$ cat config.mk
export PLATFORM = sky130hd
export DESIGN_NAME = b38_front
export DESIGN_NICKNAME = d
export VERILOG_FILES = /design/src/rtl/core/b38_pkg.sv /design/src/rtl/core/b38_front.sv
export SDC_FILE = /design/constraint.sdc
export NUM_CORES = 1
export LEC_CHECK = 0
export CORE_MARGIN = 2
export CORE_UTILIZATION = 34
export CTS_CLUSTER_SIZE = 28
export DETAILED_ROUTE_END_ITERATION = 12
export DONT_BUFFER_PORTS = 1
export PLACE_DENSITY = 0.47
export SLEW_MARGIN = 20
export SYNTH_ARGS = -nofsm -noshare
export SYNTH_HDL_FRONTEND = slang
export SYNTH_SLANG_ARGS = --single-unit
$ cat constraint.sdc
create_clock -name clk -period 7.7 [get_ports clk]
set_input_delay 0.385 -clock clk [delete_from_list [all_inputs] [get_ports clk]]
set_output_delay 0.385 -clock clk [all_outputs]
set_load 0.02 [all_outputs]
$ cat src/rtl/core/b38_pkg.sv
// shared types, constants and helper functions for the base-38 stream encoder
// no dependencies
package b38_pkg;

  localparam int B38_COUNT_WIDTH = 16;
  localparam int B38_QDEPTH = 2;

  // floor(v / 38) = (v * B38_RECIP) >> B38_RECIP_SHIFT for every 24-bit v
  localparam logic [23:0] B38_RECIP = 24'd14128182;
  localparam int B38_RECIP_SHIFT = 29;
  localparam logic [5:0] B38_RADIX = 6'd38;

  localparam logic [15:0] B38_CAP_RESET = 16'hFFFF;
  localparam logic [2:0] B38_REG_CAPACITY = 3'd0;

  typedef struct packed {
    logic [23:0] value;
    logic [2:0]  ndig;
    logic        fin;
    logic        err;
  } job_t;

  function automatic logic [2:0] b38_digits(input logic [1:0] held);
    logic [2:0] n;
    case (held)
      2'd1: n = 3'd2;
      2'd2: n = 3'd4;
      2'd3: n = 3'd5;
      default: n = 3'd0;
    endcase
    return n;
  endfunction

  function automatic logic [6:0] b38_char(input logic [5:0] d);
    logic [6:0] c;
    if (d < 6'd10) begin
      c = 7'h30 + 7'(d);
    end else if (d < 6'd36) begin
      c = 7'h41 + 7'(d - 6'd10);
    end else if (d == 6'd36) begin
      c = 7'h2D;
    end else if (d == 6'd37) begin
      c = 7'h2E;
    end else begin
      c = 7'h00;
    end
    return c;
  endfunction

endpackage

$ cat src/rtl/core/b38_front.sv
// front end: gathers bytes into chunks, checks output capacity, issues jobs
// depends on b38_pkg
module b38_front import b38_pkg::*; #(
  parameter int COUNT_WIDTH = B38_COUNT_WIDTH
) (
  input  logic        clk,
  input  logic        rst,
  input  logic        in_valid,
  input  logic [7:0]  in_byte,
  input  logic        in_final,
  output logic        in_ready,
  input  logic [15:0] capacity,
  input  logic        q_full,
  output logic        q_push,
  output job_t        q_job
);

  localparam int SW = COUNT_WIDTH + 1;
  localparam int CMPW = (SW > 16) ? SW : 16;

  logic [23:0]            chunk;
  logic [1:0]             held;
  logic [COUNT_WIDTH-1:0] chars;
  logic                   ovf;

  logic        accept;
  logic [23:0] val_next;
  logic [1:0]  held_next;
  logic [2:0]  need;
  logic        complete;
  logic [SW-1:0] sum;
  logic        too_small;

  assign in_ready = !q_full;
  assign accept = in_valid && in_ready;

  always_comb begin
    val_next = chunk | (24'(in_byte) << {held, 3'b000});
    held_next = held + 2'd1;
    complete = (held_next == 2'd3) || in_final;
    need = b38_digits(held_next);
    sum = {1'b0, chars} + SW'(need);
    too_small = (CMPW'(sum) >= CMPW'(capacity)) || sum[COUNT_WIDTH];
  end

  assign q_push = accept && !ovf && complete;
  assign q_job = '{value: val_next, ndig: need, fin: in_final, err: too_small};

  always_ff @(posedge clk) begin
    if (rst) begin
      chunk <= '0;
      held <= '0;
      chars <= '0;
      ovf <= 1'b0;
    end else if (accept) begin
      if (ovf) begin
        if (in_final) begin
          ovf <= 1'b0;
          chars <= '0;
        end
      end else if (!complete) begin
        chunk <= val_next;
        held <= held_next;
      end else begin
        chunk <= '0;
        held <= '0;
        if (in_final) begin
          chars <= '0;
        end else if (too_small) begin
          ovf <= 1'b1;
        end else begin
          chars <= sum[COUNT_WIDTH-1:0];
        end
      end
    end
  end

endmodule

==> flow_results.org <==
** Clock tree
- The clock net in this run drives a total of 43 sinks.
- Hold repair after CTS inserted 0 buffers.
- Number of resized instances in the post-cts repair step :: 0
- Root Buffer :: clkbuf_8
- CTS built an H-tree with a depth of 2.
- The clock reaches the later pin of the worst-skew pair after 0.31 ns.
- Post-CTS setup repair buffer count :: 0
- TritonCTS clock tree :: built
- The longest clock path from root to sink contains 2 buffers.
- Clock-pin slew was measured on the worst setup and hold paths at 0.09 ns.
- Clock tree synthesis inserted a total of 5 buffers.

** Cells and area
- Cells with a size suffix above 1 make up 11.7% of the layout.
- Antenna cells :: 0
- Counting the fill cells in the layout gives 798.
- For this run, the post-layout net count is 351.
- Count of non-filler cells in the finished layout :: 399
- Area delta synth->final :: 6.53%

** Pwr
- Total Power :: 0.438 mW
- Combinational logic is responsible for 12.3% of the overall power.
- Per report_power, the clock group accounts for 35.7% of the total.
- NetSw :: 0.132 mW
- Switching share of power :: 30.1%
- For this design the static power due to leakage is 1.34 nW.
- Portion of total power attributed to sequential cells :: 52.0%
- The internal power of the cells totals 0.307 mW.
- IR analysis of the VDD net gives a maximum drop of 0.0870 mV.
- Dividing total power by cell area gives a power density of 160 nW/um^2.

** Timing
- Final number of setup-violating endpoints :: 0
- Final hold violations :: 0
- Unrepaired setup endpoints after global routing :: no
- The tightest hold path in the finished design has a slack of 0.143 ns.
- On the final layout, the worst clock skew is 0.0108 ns.
- Measured against its own limit, the worst slew margin works out to 51.1%.
- Share of the clock period used by the worst path :: 60.7%
- Shortest period the worst path allows :: 4.67 ns
- Adding up every negative setup slack in the final design gives 0 ns.
- Fmax achieved :: 0.214 GHz
- The max-slew violation total from the final report was 0.
- Worst Max-Slew Pin Slew :: 0.731 ns

** Placement
- DP HPWL :: 4650 um
- Number of placed cells counting well taps :: 391
- Buffers placed on the I/O ports in this run total 0.
- RD Place Congestion :: 0.774

** Setup path
- Most frequent CP cell :: ha_1
- Setup slack on the worst reg-to-reg path comes out at 3.03 ns.
- In this run the worst path has a maximum fanout of 16.
- Crit start category :: flip-flop
- Worst setup startpoint :: held[0]
- Data on the critical path is required at its endpoint by 7.90 ns.
- CP Cell Sequence :: inv_1, ha_1, ha_1, inv_1, fa_1, nor2b_1, o21ai_0, or2b_1, xnor2_1, ha_1, a21oi_1, o21bai_1, o221ai_1, nand4_2, o21a_4, a211o_2
- Reg-to-Reg Start :: held[0]
- Kind of critical path :: reg -> reg
- Path depth of the worst reg2reg path :: 16
- The critical path crosses 16 cells after its start point.
- The most critical setup path has its endpoint at chars[9].
- The slowest stage of the critical path belongs to the cell fa_1.
- WP data arrival :: 4.87 ns
- On the critical path the largest part of the delay comes from compound AO/OA/AOI/OAI gates.
- CP bufs+invs :: 2
- For this run, the slowest stage of the critical path takes 0.41 ns.
- The endpoint identified for the worst register-to-register timing path is chars[9].
- STA classifies the critical path endpoint as a flip-flop.

** Worst hold path
- Counting instances, the worst hold path has a depth of 1.
- The worst hold path belongs to the class in -> reg.

** Synthesis
- In the synthesized netlist the async set-or-reset flop fraction comes to 0%.
- Post-synthesis sequential element count :: 43
- Dominant register cell in the synthesized netlist :: dfxtp_1
- Net Count, Synth :: 355
- Number of warnings reported in the yosys synthesis log :: 0
- For this run, the register share of the synthesized area comes to 33.5%.
- Synthesis produced 303 cells.
- The synthesized design contains 0 enable-type register cells.
- Mean area per synthesized cell :: 8.47 um^2
- Distinct cells, synth :: 45
- The mapped netlist covers 2570 um^2.

** Routing
- After detailed routing, the number of vias per cell comes to 5.20.
- Summing over every cut layer, the via total after detailed routing is 2074.
- After detailed routing, the average wire length per cell comes to 15.7 um.
- After the first detailed-routing iteration, the DRC count stood at 54.
- Antenna viol nets, final :: 0
- 1st-pass router iterations :: 4
- DRC errors left :: 0
- Post-Route WL :: 6260 um

** Floorplanning
- Pin placement for this block handled 60 I/O pins.
- Once the floorplan was initialized, standard cells occupied 35.2% of the core.
- Y dimension of the die :: 90.9 um
- The floorplan step defined a die boundary enclosing 8260 um^2.
- Placeable core region :: 7290 um^2
- The die is 90.9 um wide.
- The floorplan has 31 rows.

** Global routing
- For this run, the total global-route usage over all layers was measured as 15.4%.
- The first global-routing pass estimated 10200 um of wire.
- For this run the aggregate overflow at the end of global routing stands at 0.
- The number of global-route vias before repair came to 1926.
- Largest net degree at the start of global routing :: 26
- The number of antenna violations at the first check in global routing came to 0.

** Flow run
- # Max-Cap Violations :: 0

** Status
- Outcome :: finished, final reports clean
[power groups by stage]
stage,registers [mW],clock network [mW],logic [mW]
6_report,0.228,0.156,0.0541
5_1_grt,0.228,0.168,0.0604
4_1_cts,0.228,0.160,0.0550
3_5_place_dp,0.233,0,0.0547
3_3_place_gp,0.233,0,0.0547
2_1_floorplan,0.232,0,0.0464
[metal layers]
layer	global-route usage [%]	up-vias	routed length (um)
met4	3.03	0	40
met2	23.1	35	2700
met3	3.51	5	239
li1	-	1051	-
met1	22.6	983	3280
met5	0	-	0
[synth_stat cells, types with 2 or more instances]
master / count / area (um^2)
a21o_1: 28 / 210
buf_2: 3 / 15.0
xnor2_1: 10 / 87.6
nand2_1: 11 / 41.3
dfxtp_1: 43 / 861
a211o_2: 2 / 20.0
ha_1: 22 / 275
or2_2: 2 / 12.5
o31ai_1: 7 / 52.6
a21o_2: 6 / 52.6
a22o_2: 6 / 60.1
and3_1: 3 / 18.8
clkbuf_1: 5 / 18.8
nand4_1: 4 / 25.0
buf_4: 2 / 15.0
nor2b_1: 5 / 31.3
inv_1: 24 / 90.1
o21ai_0: 5 / 25.0
xor2_1: 4 / 35.0
a21oi_1: 34 / 170
nor3_1: 6 / 30.0
nor2_1: 39 / 146
nand3_1: 10 / 50.1
[kinds of logic (layout without fill, tap and decap cells)]
| logic type | count (synthesis) | in the layout | synth area share [%] |
|---|---|---|---|
| flops | 43 | 43 | 33.5 |
| fa+ha+maj | 23 | 23 | 11.5 |
| buf+inv | 35 | 32 | 5.99 |
| compound gates | 98 | 98 | 27.1 |
| simple gates | 90 | 90 | 17.1 |
| xor+xnor | 14 | 14 | 4.78 |
[state kept, by name, indices dropped and copies added, names as in the netlist]
signal / cells
held: 2
chunk: 24
chars: 16
ovf: 1
[worst min path at each step]
stage	from	to	slack, ns
after global placement	chunk[3]	chunk[3]	0.45
after detailed placement	chunk[3]	chunk[3]	0.46
after floorplan	chunk[0]	chunk[0]	0.44
final	rst	held[1]	0.14
after CTS	rst	held[1]	0.14
after global routing	rst	held[1]	0.13
[stage by stage]
stage | area [um^2] | utilization, % | setup slack (ns)
CTS | 2730 | 37.4 | 3.03
detailed placement | 2630 | 36.1 | 3.06
finish | 2740 | 37.5 | 3.03
global route | 2740 | 37.5 | 2.63
floorplan | 2570 | - | 3.79
global placement | 2630 | 36.0 | 3.11
[worst register-to-register path: cells and delay by family (launching register included)]
kind,cells,cell delay (ns)
simple gates,3,0.95
compound gates,6,1.48
flops,1,0.37
buf+inv,2,0.27
xor+xnor,1,0.21
fa+ha+maj,4,1.28
[placed cells by master (no fill, tap or decap), drive strengths merged, types with 2 or more instances in the layout]
cell type and count:
o21ai 5, clkbuf 5, a21o 34, nand4 5
inv 25, nand3 10, xor2 4, nor3 7
or2 2, a211o 2, clkinvlp 2, dfxtp 43
o31ai 7, ha 22, and3 4, a22o 6
xnor2 10, nor2b 5, and2 2, nand2 11
nor2 39, a21oi 34
[final cells by class]
cell class / instances / area [um^2] / area share [%]
Clock buffer: 5 / 68.8 / 2.52
Clock inverter: 3 / 23.8 / 0.869
Inverter: 24 / 90.1 / 3.29
Multi-Input combinational cell: 225 / 1570 / 57.3
Sequential cell: 43 / 861 / 31.5
Tap cell: 99 / 124 / 4.53
(Power assumes the default switching activity.)
