## config.mk

```make
export PLATFORM = sky130hd
export DESIGN_NAME = b38_queue
export DESIGN_NICKNAME = d
export VERILOG_FILES = /design/src/rtl/core/b38_pkg.sv /design/src/rtl/core/b38_queue.sv
export SDC_FILE = /design/constraint.sdc
export NUM_CORES = 1
export LEC_CHECK = 0
export BUFFER_PORTS_ARGS = -buffer_cell sky130_fd_sc_hd__buf_2
export CAP_MARGIN = 20
export CORE_UTILIZATION = 51
export DETAILED_ROUTE_END_ITERATION = 16
export PLACE_DENSITY = 0.78
export SLEW_MARGIN = 15
export SYNTH_ARGS = -nofsm -noshare
export SYNTH_HDL_FRONTEND = slang
export SYNTH_SLANG_ARGS = --single-unit
```

## constraint.sdc

```tcl
create_clock -name clk -period 2.71 [get_ports clk]
set_input_delay 0.6775 -clock clk [delete_from_list [all_inputs] [get_ports clk]]
set_output_delay 0.6775 -clock clk [all_outputs]
set_load 0.01 [all_outputs]
```

## src/rtl/core/b38_pkg.sv

```systemverilog
// shared types, constants and helper functions for the base-38 stream encoder
// no dependencies
package b38_pkg;

  localparam int B38_COUNT_WIDTH = 16;
  localparam int B38_QDEPTH = 2;

  // floor(v / 38) = (v * B38_RECIP) >> B38_RECIP_SHIFT for every 24-bit v
  localparam logic [23:0] B38_RECIP = 24'd14128182;
  localparam int B38_RECIP_SHIFT = 29;
  localparam logic [5:0] B38_RADIX = 6'd38;

  localparam logic [15:0] B38_CAP_RESET = 16'hFFFF;
  localparam logic [2:0] B38_REG_CAPACITY = 3'd0;

  typedef struct packed {
    logic [23:0] value;
    logic [2:0]  ndig;
    logic        fin;
    logic        err;
  } job_t;

  function automatic logic [2:0] b38_digits(input logic [1:0] held);
    logic [2:0] n;
    case (held)
      2'd1: n = 3'd2;
      2'd2: n = 3'd4;
      2'd3: n = 3'd5;
      default: n = 3'd0;
    endcase
    return n;
  endfunction

  function automatic logic [6:0] b38_char(input logic [5:0] d);
    logic [6:0] c;
    if (d < 6'd10) begin
      c = 7'h30 + 7'(d);
    end else if (d < 6'd36) begin
      c = 7'h41 + 7'(d - 6'd10);
    end else if (d == 6'd36) begin
      c = 7'h2D;
    end else if (d == 6'd37) begin
      c = 7'h2E;
    end else begin
      c = 7'h00;
    end
    return c;
  endfunction

endpackage

```

## src/rtl/core/b38_queue.sv

```systemverilog
// short job queue between front and back end
// depends on b38_pkg
module b38_queue import b38_pkg::*; (
  input  logic clk,
  input  logic rst,
  input  logic push,
  input  job_t push_job,
  output logic full,
  input  logic pop,
  output logic avail,
  output job_t head
);

  localparam int AW = (B38_QDEPTH > 1) ? $clog2(B38_QDEPTH) : 1;

  job_t          mem [B38_QDEPTH];
  logic [AW-1:0] wptr;
  logic [AW-1:0] rptr;
  logic [AW:0]   count;

  assign full = (count == (AW+1)'(B38_QDEPTH));
  assign avail = (count != '0);
  assign head = mem[rptr];

  always_ff @(posedge clk) begin
    if (push) begin
      mem[wptr] <= push_job;
    end
  end

  always_ff @(posedge clk) begin
    if (rst) begin
      wptr <= '0;
      rptr <= '0;
      count <= '0;
    end else begin
      if (push) begin
        wptr <= (wptr == AW'(B38_QDEPTH - 1)) ? '0 : wptr + 1'b1;
      end
      if (pop) begin
        rptr <= (rptr == AW'(B38_QDEPTH - 1)) ? '0 : rptr + 1'b1;
      end
      if (push && !pop) begin
        count <= count + 1'b1;
      end else if (pop && !push) begin
        count <= count - 1'b1;
      end
    end
  end

endmodule

```

==> results.json, run 1 <==
{
  "grt_usage_pct": 17.74,
  "drtPass1Iterations": 4,
  "initial_core_util_pct": 52.87,
  "hpwlAfterDp_um": 2614,
  "cpLargestDelayFamily": "flip-flops",
  "diodes": 0,
  "rsz0062_at_grt": "no",
  "finalSetupViolations": 0,
  "first_global_vias": 1308,
  "synthFlopType": "edfxtp_1",
  "wl_per_cell_um": 15.56,
  "top_layer": "met4",
  "path_cells": "buf_12, mux2_2, buf_2",
  "power.density_nw_per_um2": 793.4,
  "seq_area_um2": 1842,
  "clock_latency_ns": 0.33,
  "avgViaCountPerCell": 5.021,
  "synth_edf_count": 58,
  "syn_area_per_cell_um2": 20.56,
  "die_area_um2": 4787,
  "required_ns": 2.03,
  "grt_pass1_wl_um": 6147,
  "crit_buf_inv": 2,
  "yosysMostFrequentCell": "edfxtp_1",
  "synth_top_family_by_area": "multiplexers",
  "numClockSinks": 63,
  "core_area_um2": 4354,
  "synthCells": 112,
  "finish.net_count": 220,
  "drc_errors": 0,
  "slowest_stage": "dfxtp_1",
  "routed_wl_um": 3781,
  "met1Wirelength_um": 1530,
  "fill_cells": 293,
  "rrSetupSlack_ns": 1.28,
  "area_delta_synth_final_pct": 28.42,
  "irDropWorstVdd_mv": 0.5910,
  "ioPinCount": 64,
  "max_stage_delay_ns": 0.64,
  "numPortBuffers": 63,
  "cts_tree": "built",
  "final.setup.tns_ns": 0,
  "synth_commonest_cells": "edfxtp_1 (58), mux2_2 (29), dfxtp_1 (5), nor2_1 (4)",
  "yosysSeqAreaShare_pct": 80.00,
  "slew_viol_final": 0,
  "status": "complete, no violations",
  "worstHoldPathType": "flip-flop to flip-flop",
  "hold_buffers": 0,
  "std_cell_rows": 24,
  "wl_met3_um": 205,
  "postSynthNetCount": 146,
  "die_w_um": 69.19,
  "multi_input_area_um2": 435.4,
  "synthSimpleGateAreaFrac_pct": 2.120,
  "cts_root_buffer": "clkbuf_8",
  "fmax_mhz": 420.3,
  "ant_nets": 0,
  "layout_min_cycle_time_ns": 2.379,
  "grt_max_degree": 20,
  "yosysWarningCount": 0,
  "worstMarginPinSlew_ns": 0.6381,
  "yosys.area.top_type_share_pct": 75.65,
  "place.gp.congestion": 0.7099,
  "critPathLaunchType": "flip-flop",
  "yosys.area.top_type": "edfxtp_1",
  "synth_seq_cells": 63,
  "synthMuxAreaShare_pct": 14.18,
  "fin_util_pct": 67.90,
  "worstSetupPathType": "flip-flop to output pin",
  "maxCapViolations": 0,
  "synthesis.area_um2": 2302,
  "hold_violations": 0,
  "skew_ns": 0.005057,
  "cp.arrival_ns": 1.70,
  "postCtsResizedCells": 0,
  "synthArstFlopShare_pct": 0,
  "final_cell_count_no_fill": 243,
  "synthXorXnorAreaFrac_pct": 1.522,
  "synthAdderAreaFrac_pct": 0.5435,
  "dp.cells": 227,
  "slew_headroom_pct": 57.27,
  "netlist_top_cells_area": "edfxtp_1 (76%), mux2_2 (14%), dfxtp_1 (4.3%), xnor2_1 (0.76%), xor2_1 (0.76%)",
  "antenna_found_initial": 0,
  "cts_max_path_buffers": 2,
  "synth.distinct_cells": 18,
  "grt_remaining_overflow": 0,
  "die_h_um": 69.19,
  "met2_length_um": 1964,
  "post-cts-setup-buffers": 0,
  "final.period_utilization_pct": 87.79,
  "leakage_uw": 0.001143,
  "path_clk_slew_ns": 0.06,
  "synth_compound_area_share_pct": 0.4348,
  "crit_fanout": 19,
  "layout-drive-gt1-share_pct": 59.16,
  "drt_iter0_markers": 69,
  "endpoint_kind": "output pin",
  "vias": 1220,
  "h-tree-depth": 3,
  "numCtsBuffers": 9
}
-- routing by layer --
metal | vias up | GRT usage [%]
li1 | 576 | -
met1 | 592 | 19.46
met2 | 42 | 29.23
met3 | 10 | 5.814
met4 | 0 | 12.02
met5 | - | 0
-- through the flow --
stage	setup slack, ns	instance area, um^2	total power, uW	hold WS, ns
2_1_floorplan	0.2946	2302	1311	0.4564
3_3_place_gp	0.7051	2721	1411	0.4747
3_5_place_dp	0.6664	2721	1427	0.5063
4_1_cts	0.2960	2957	2370	0.5185
5_1_grt	0.2406	2957	2426	0.5245
6_report	0.3310	2957	2346	0.5139
-- power by group --
group          switching [uW]  internal [uW]  leakage [uW]
clock network             340            604      0.000117
logic                     120            127      0.000440
registers                24.6           1130      0.000586
-- path summary, 6_finish.rpt --
path | depth (start not counted) | end | start
worst max register to register | 2 | mem[1][9] | wptr
worst max-delay path | 3 | head[28] | flip-flop
worst min-delay path | 2 | count[1] | count[1]
worst min register to register | 2 | count[1] | count[1]
-- state kept, by name, summed over array words and instances, names as in the netlist, named ones only --
name	count
count	2
mem	58
wptr	1
rptr	1
-- logic make-up (layout without fill, tap and decap cells) --
family,after synthesis,count (layout)
flops,63,63
mux,29,29
simple gates,9,9
xor+xnor,4,4
buf+inv,4,83
compound gates,2,2
fa+ha+maj,1,1
-- cell type report --
type                    count  area share [%]
flip-flops and latches     63           62.29
multi-input cells          45           14.73
repair buffers             66           12.70
clock buffers               9           4.190
clock inverters             7           3.766
well taps                  52           2.201
inverters                   1          0.1270
-- worst reg2reg max path: stages, from the launching register on --
cell     delay [ns]
dfxtp_1        0.37
and2_1         0.51
buf_12         0.24
-- cell usage in the layout (no fill, tap or decap), drive strengths merged, types with 2 or more instances in the layout --
master,n
edfxtp,58
xnor2,2
bufinv,3
mux2,29
xor2,2
dfxtp,5
buf,66
clkinv,3
clkbuf,9
nor2,4
Power figures use the tool's default switching activity.
==> inputs of run 2 (changes only) <==
Settings changed: CORE_ASPECT_RATIO set to 0.9.
==> results.json, run 2 (synthesized netlist as in run 1, its figures left out) <==
{
  "dp.cells": 236,
  "cts_tree": "built",
  "holdPathEnd": "rptr",
  "die_w_um": 72.82,
  "maxCapViolations": 0,
  "ioPinCount": 64,
  "drc_errors": 0,
  "required_ns": 2.03,
  "endpoint_kind": "output pin",
  "final_area_um2": 2892,
  "holdCritStartpoint": "rptr",
  "routed_wl_um": 3714,
  "finish.net_count": 221,
  "p_clk_share_pct": 34.6,
  "post-cts-setup-buffers": 0,
  "worstSetupPathType": "flip-flop to output pin",
  "seq_power_share_pct": 53.9,
  "first_global_vias": 1214,
  "grt_pass1_wl_um": 5658,
  "initial_core_util_pct": 54.66,
  "comb_power_share_pct": 11.5,
  "final.setup.tns_ns": 0,
  "layout-drive-gt1-share_pct": 58.33,
  "final_common_cell": "buf_2",
  "numClockSinks": 63,
  "grt_remaining_overflow": 0,
  "whs_path_depth": 2,
  "fmax_mhz": 470.4,
  "worstMarginPinSlew_ns": 0.3957,
  "gr-usage-met3_pct": 10.43,
  "hold_violations": 0,
  "postCtsResizedCells": 0,
  "diodes": 0,
  "antenna_found_initial": 0,
  "ant_nets": 0,
  "avgViaCountPerCell": 4.885,
  "cp.arrival_ns": 1.45,
  "final.period_utilization_pct": 78.45,
  "crit_fanout": 18,
  "rsz0062_at_grt": "no",
  "worstHoldPathType": "flip-flop to flip-flop",
  "largest_reg_flops": 58,
  "drt_iter0_markers": 64,
  "r2r_end": "mem[1][2]",
  "grt_use_met2_pct": 27.57,
  "clock_latency_ns": 0.33,
  "rrSetupSlack_ns": 1.48,
  "leakage_uw": 0.001118,
  "grt_max_degree": 30,
  "h-tree-depth": 3,
  "area_delta_synth_final_pct": 25.60,
  "die_area_um2": 4787,
  "wl_per_cell_um": 14.74,
  "grt_usage_pct": 17.45,
  "slew_headroom_pct": 73.62,
  "vias": 1231,
  "top_usage_layer": "met2",
  "power.density_nw_per_um2": 737.6,
  "switchingPower_uw": 448.5,
  "path_clk_slew_ns": 0.06,
  "cts_root_buffer": "clkbuf_8",
  "numCtsBuffers": 9,
  "place_area_um2": 2701,
  "skew_ns": 0.006852,
  "drtPass1Iterations": 4,
  "largest-register": "mem",
  "die_h_um": 65.74,
  "cts_max_path_buffers": 2,
  "hold_buffers": 0,
  "reg_top3": "mem x58, count x2",
  "grtUsageMet1_pct": 19.64,
  "reg2reg_from": "wptr",
  "final_cell_count_no_fill": 252,
  "hpwlAfterDp_um": 2520,
  "finalSetupViolations": 0,
  "critPathLaunchType": "flip-flop",
  "p_total_uw": 2133,
  "irDropWorstVdd_mv": 0.5532,
  "numPortBuffers": 63,
  "final_cell_mix": "buf_2 (63), edfxtp_1 (58), mux2_2 (29), clkbuf_8 (13), dfxtp_1 (5)",
  "layout_min_cycle_time_ns": 2.126,
  "p_sw_share_pct": 21.03,
  "status": "complete, no violations",
  "slew_viol_final": 0,
  "core_area_um2": 4212,
  "fill_cells": 289,
  "std_cell_rows": 22,
  "reg2regPathDepth": 2,
  "p_int_uw": 1684,
  "place.gp.congestion": 0.7071
}
## run 2: cell count changes in the layout (fill, tap and decap cells not counted)
| cell | previous run | this run |
|---|---|---|
| buf_12 | 3 | 0 |
| clkinvlp_4 | 1 | 0 |
| buf_4 | 0 | 4 |
| clkinv_2 | 2 | 0 |
| clkbuf_1 | 0 | 3 |
| clkbuf_8 | 9 | 13 |
| clkinv_1 | 1 | 0 |
| bufinv_16 | 3 | 0 |
## run 2: worst max path at each step
stage	startpoint	endpoint	slack [ns]	depth (start not counted)
CTS	flip-flop	head[20]	0.55	3
floorplan	push	mem[0][0]	0.29	1
finish	flip-flop	head[20]	0.58	3
global placement	flip-flop	head[7]	0.96	3
global route	flip-flop	head[2]	0.49	3
detailed placement	flip-flop	head[20]	0.93	3
## run 2: layout make-up
cell class	instances	area, um^2	area share, %
repair buffers	67	345.3	11.94
well taps	60	75.07	2.596
flip-flops and latches	63	1842	63.70
multi-input cells	45	435.4	15.06
inverters	1	3.754	0.1298
clock buffers	16	190.2	6.577
## run 2: per-stage QoR
step / utilization [%] / setup slack, ns / hold WS (ns)
after detailed placement: 64.14 / 0.9254 / 0.5229
after floorplan: - / 0.2946 / 0.4564
final: 68.66 / 0.5840 / 0.5287
after global placement: 64.14 / 0.9564 / 0.4710
after global routing: 68.66 / 0.4903 / 0.5151
after CTS: 68.66 / 0.5488 / 0.5192
## run 2: per-layer routing
layer	share of wire, %	vias to the layer above
li1	-	579
met1	40	589
met2	50	57
met3	9.4	6
met4	1.0	0
met5	0	-
## run 2: critical path, stage by stage, from the launching register on
cell     delay (ns)
dfxtp_1        0.34
buf_4          0.26
mux2_2         0.37
buf_2          0.14
## run 2: power groups by stage
stage | sequential [uW] | clock [uW] | combinational, uW
6_report | 1150 | 738 | 245
5_1_grt | 1160 | 795 | 267
4_1_cts | 1150 | 762 | 249
3_5_place_dp | 1170 | 0 | 247
3_3_place_gp | 1170 | 0 | 238
2_1_floorplan | 1170 | 0 | 146
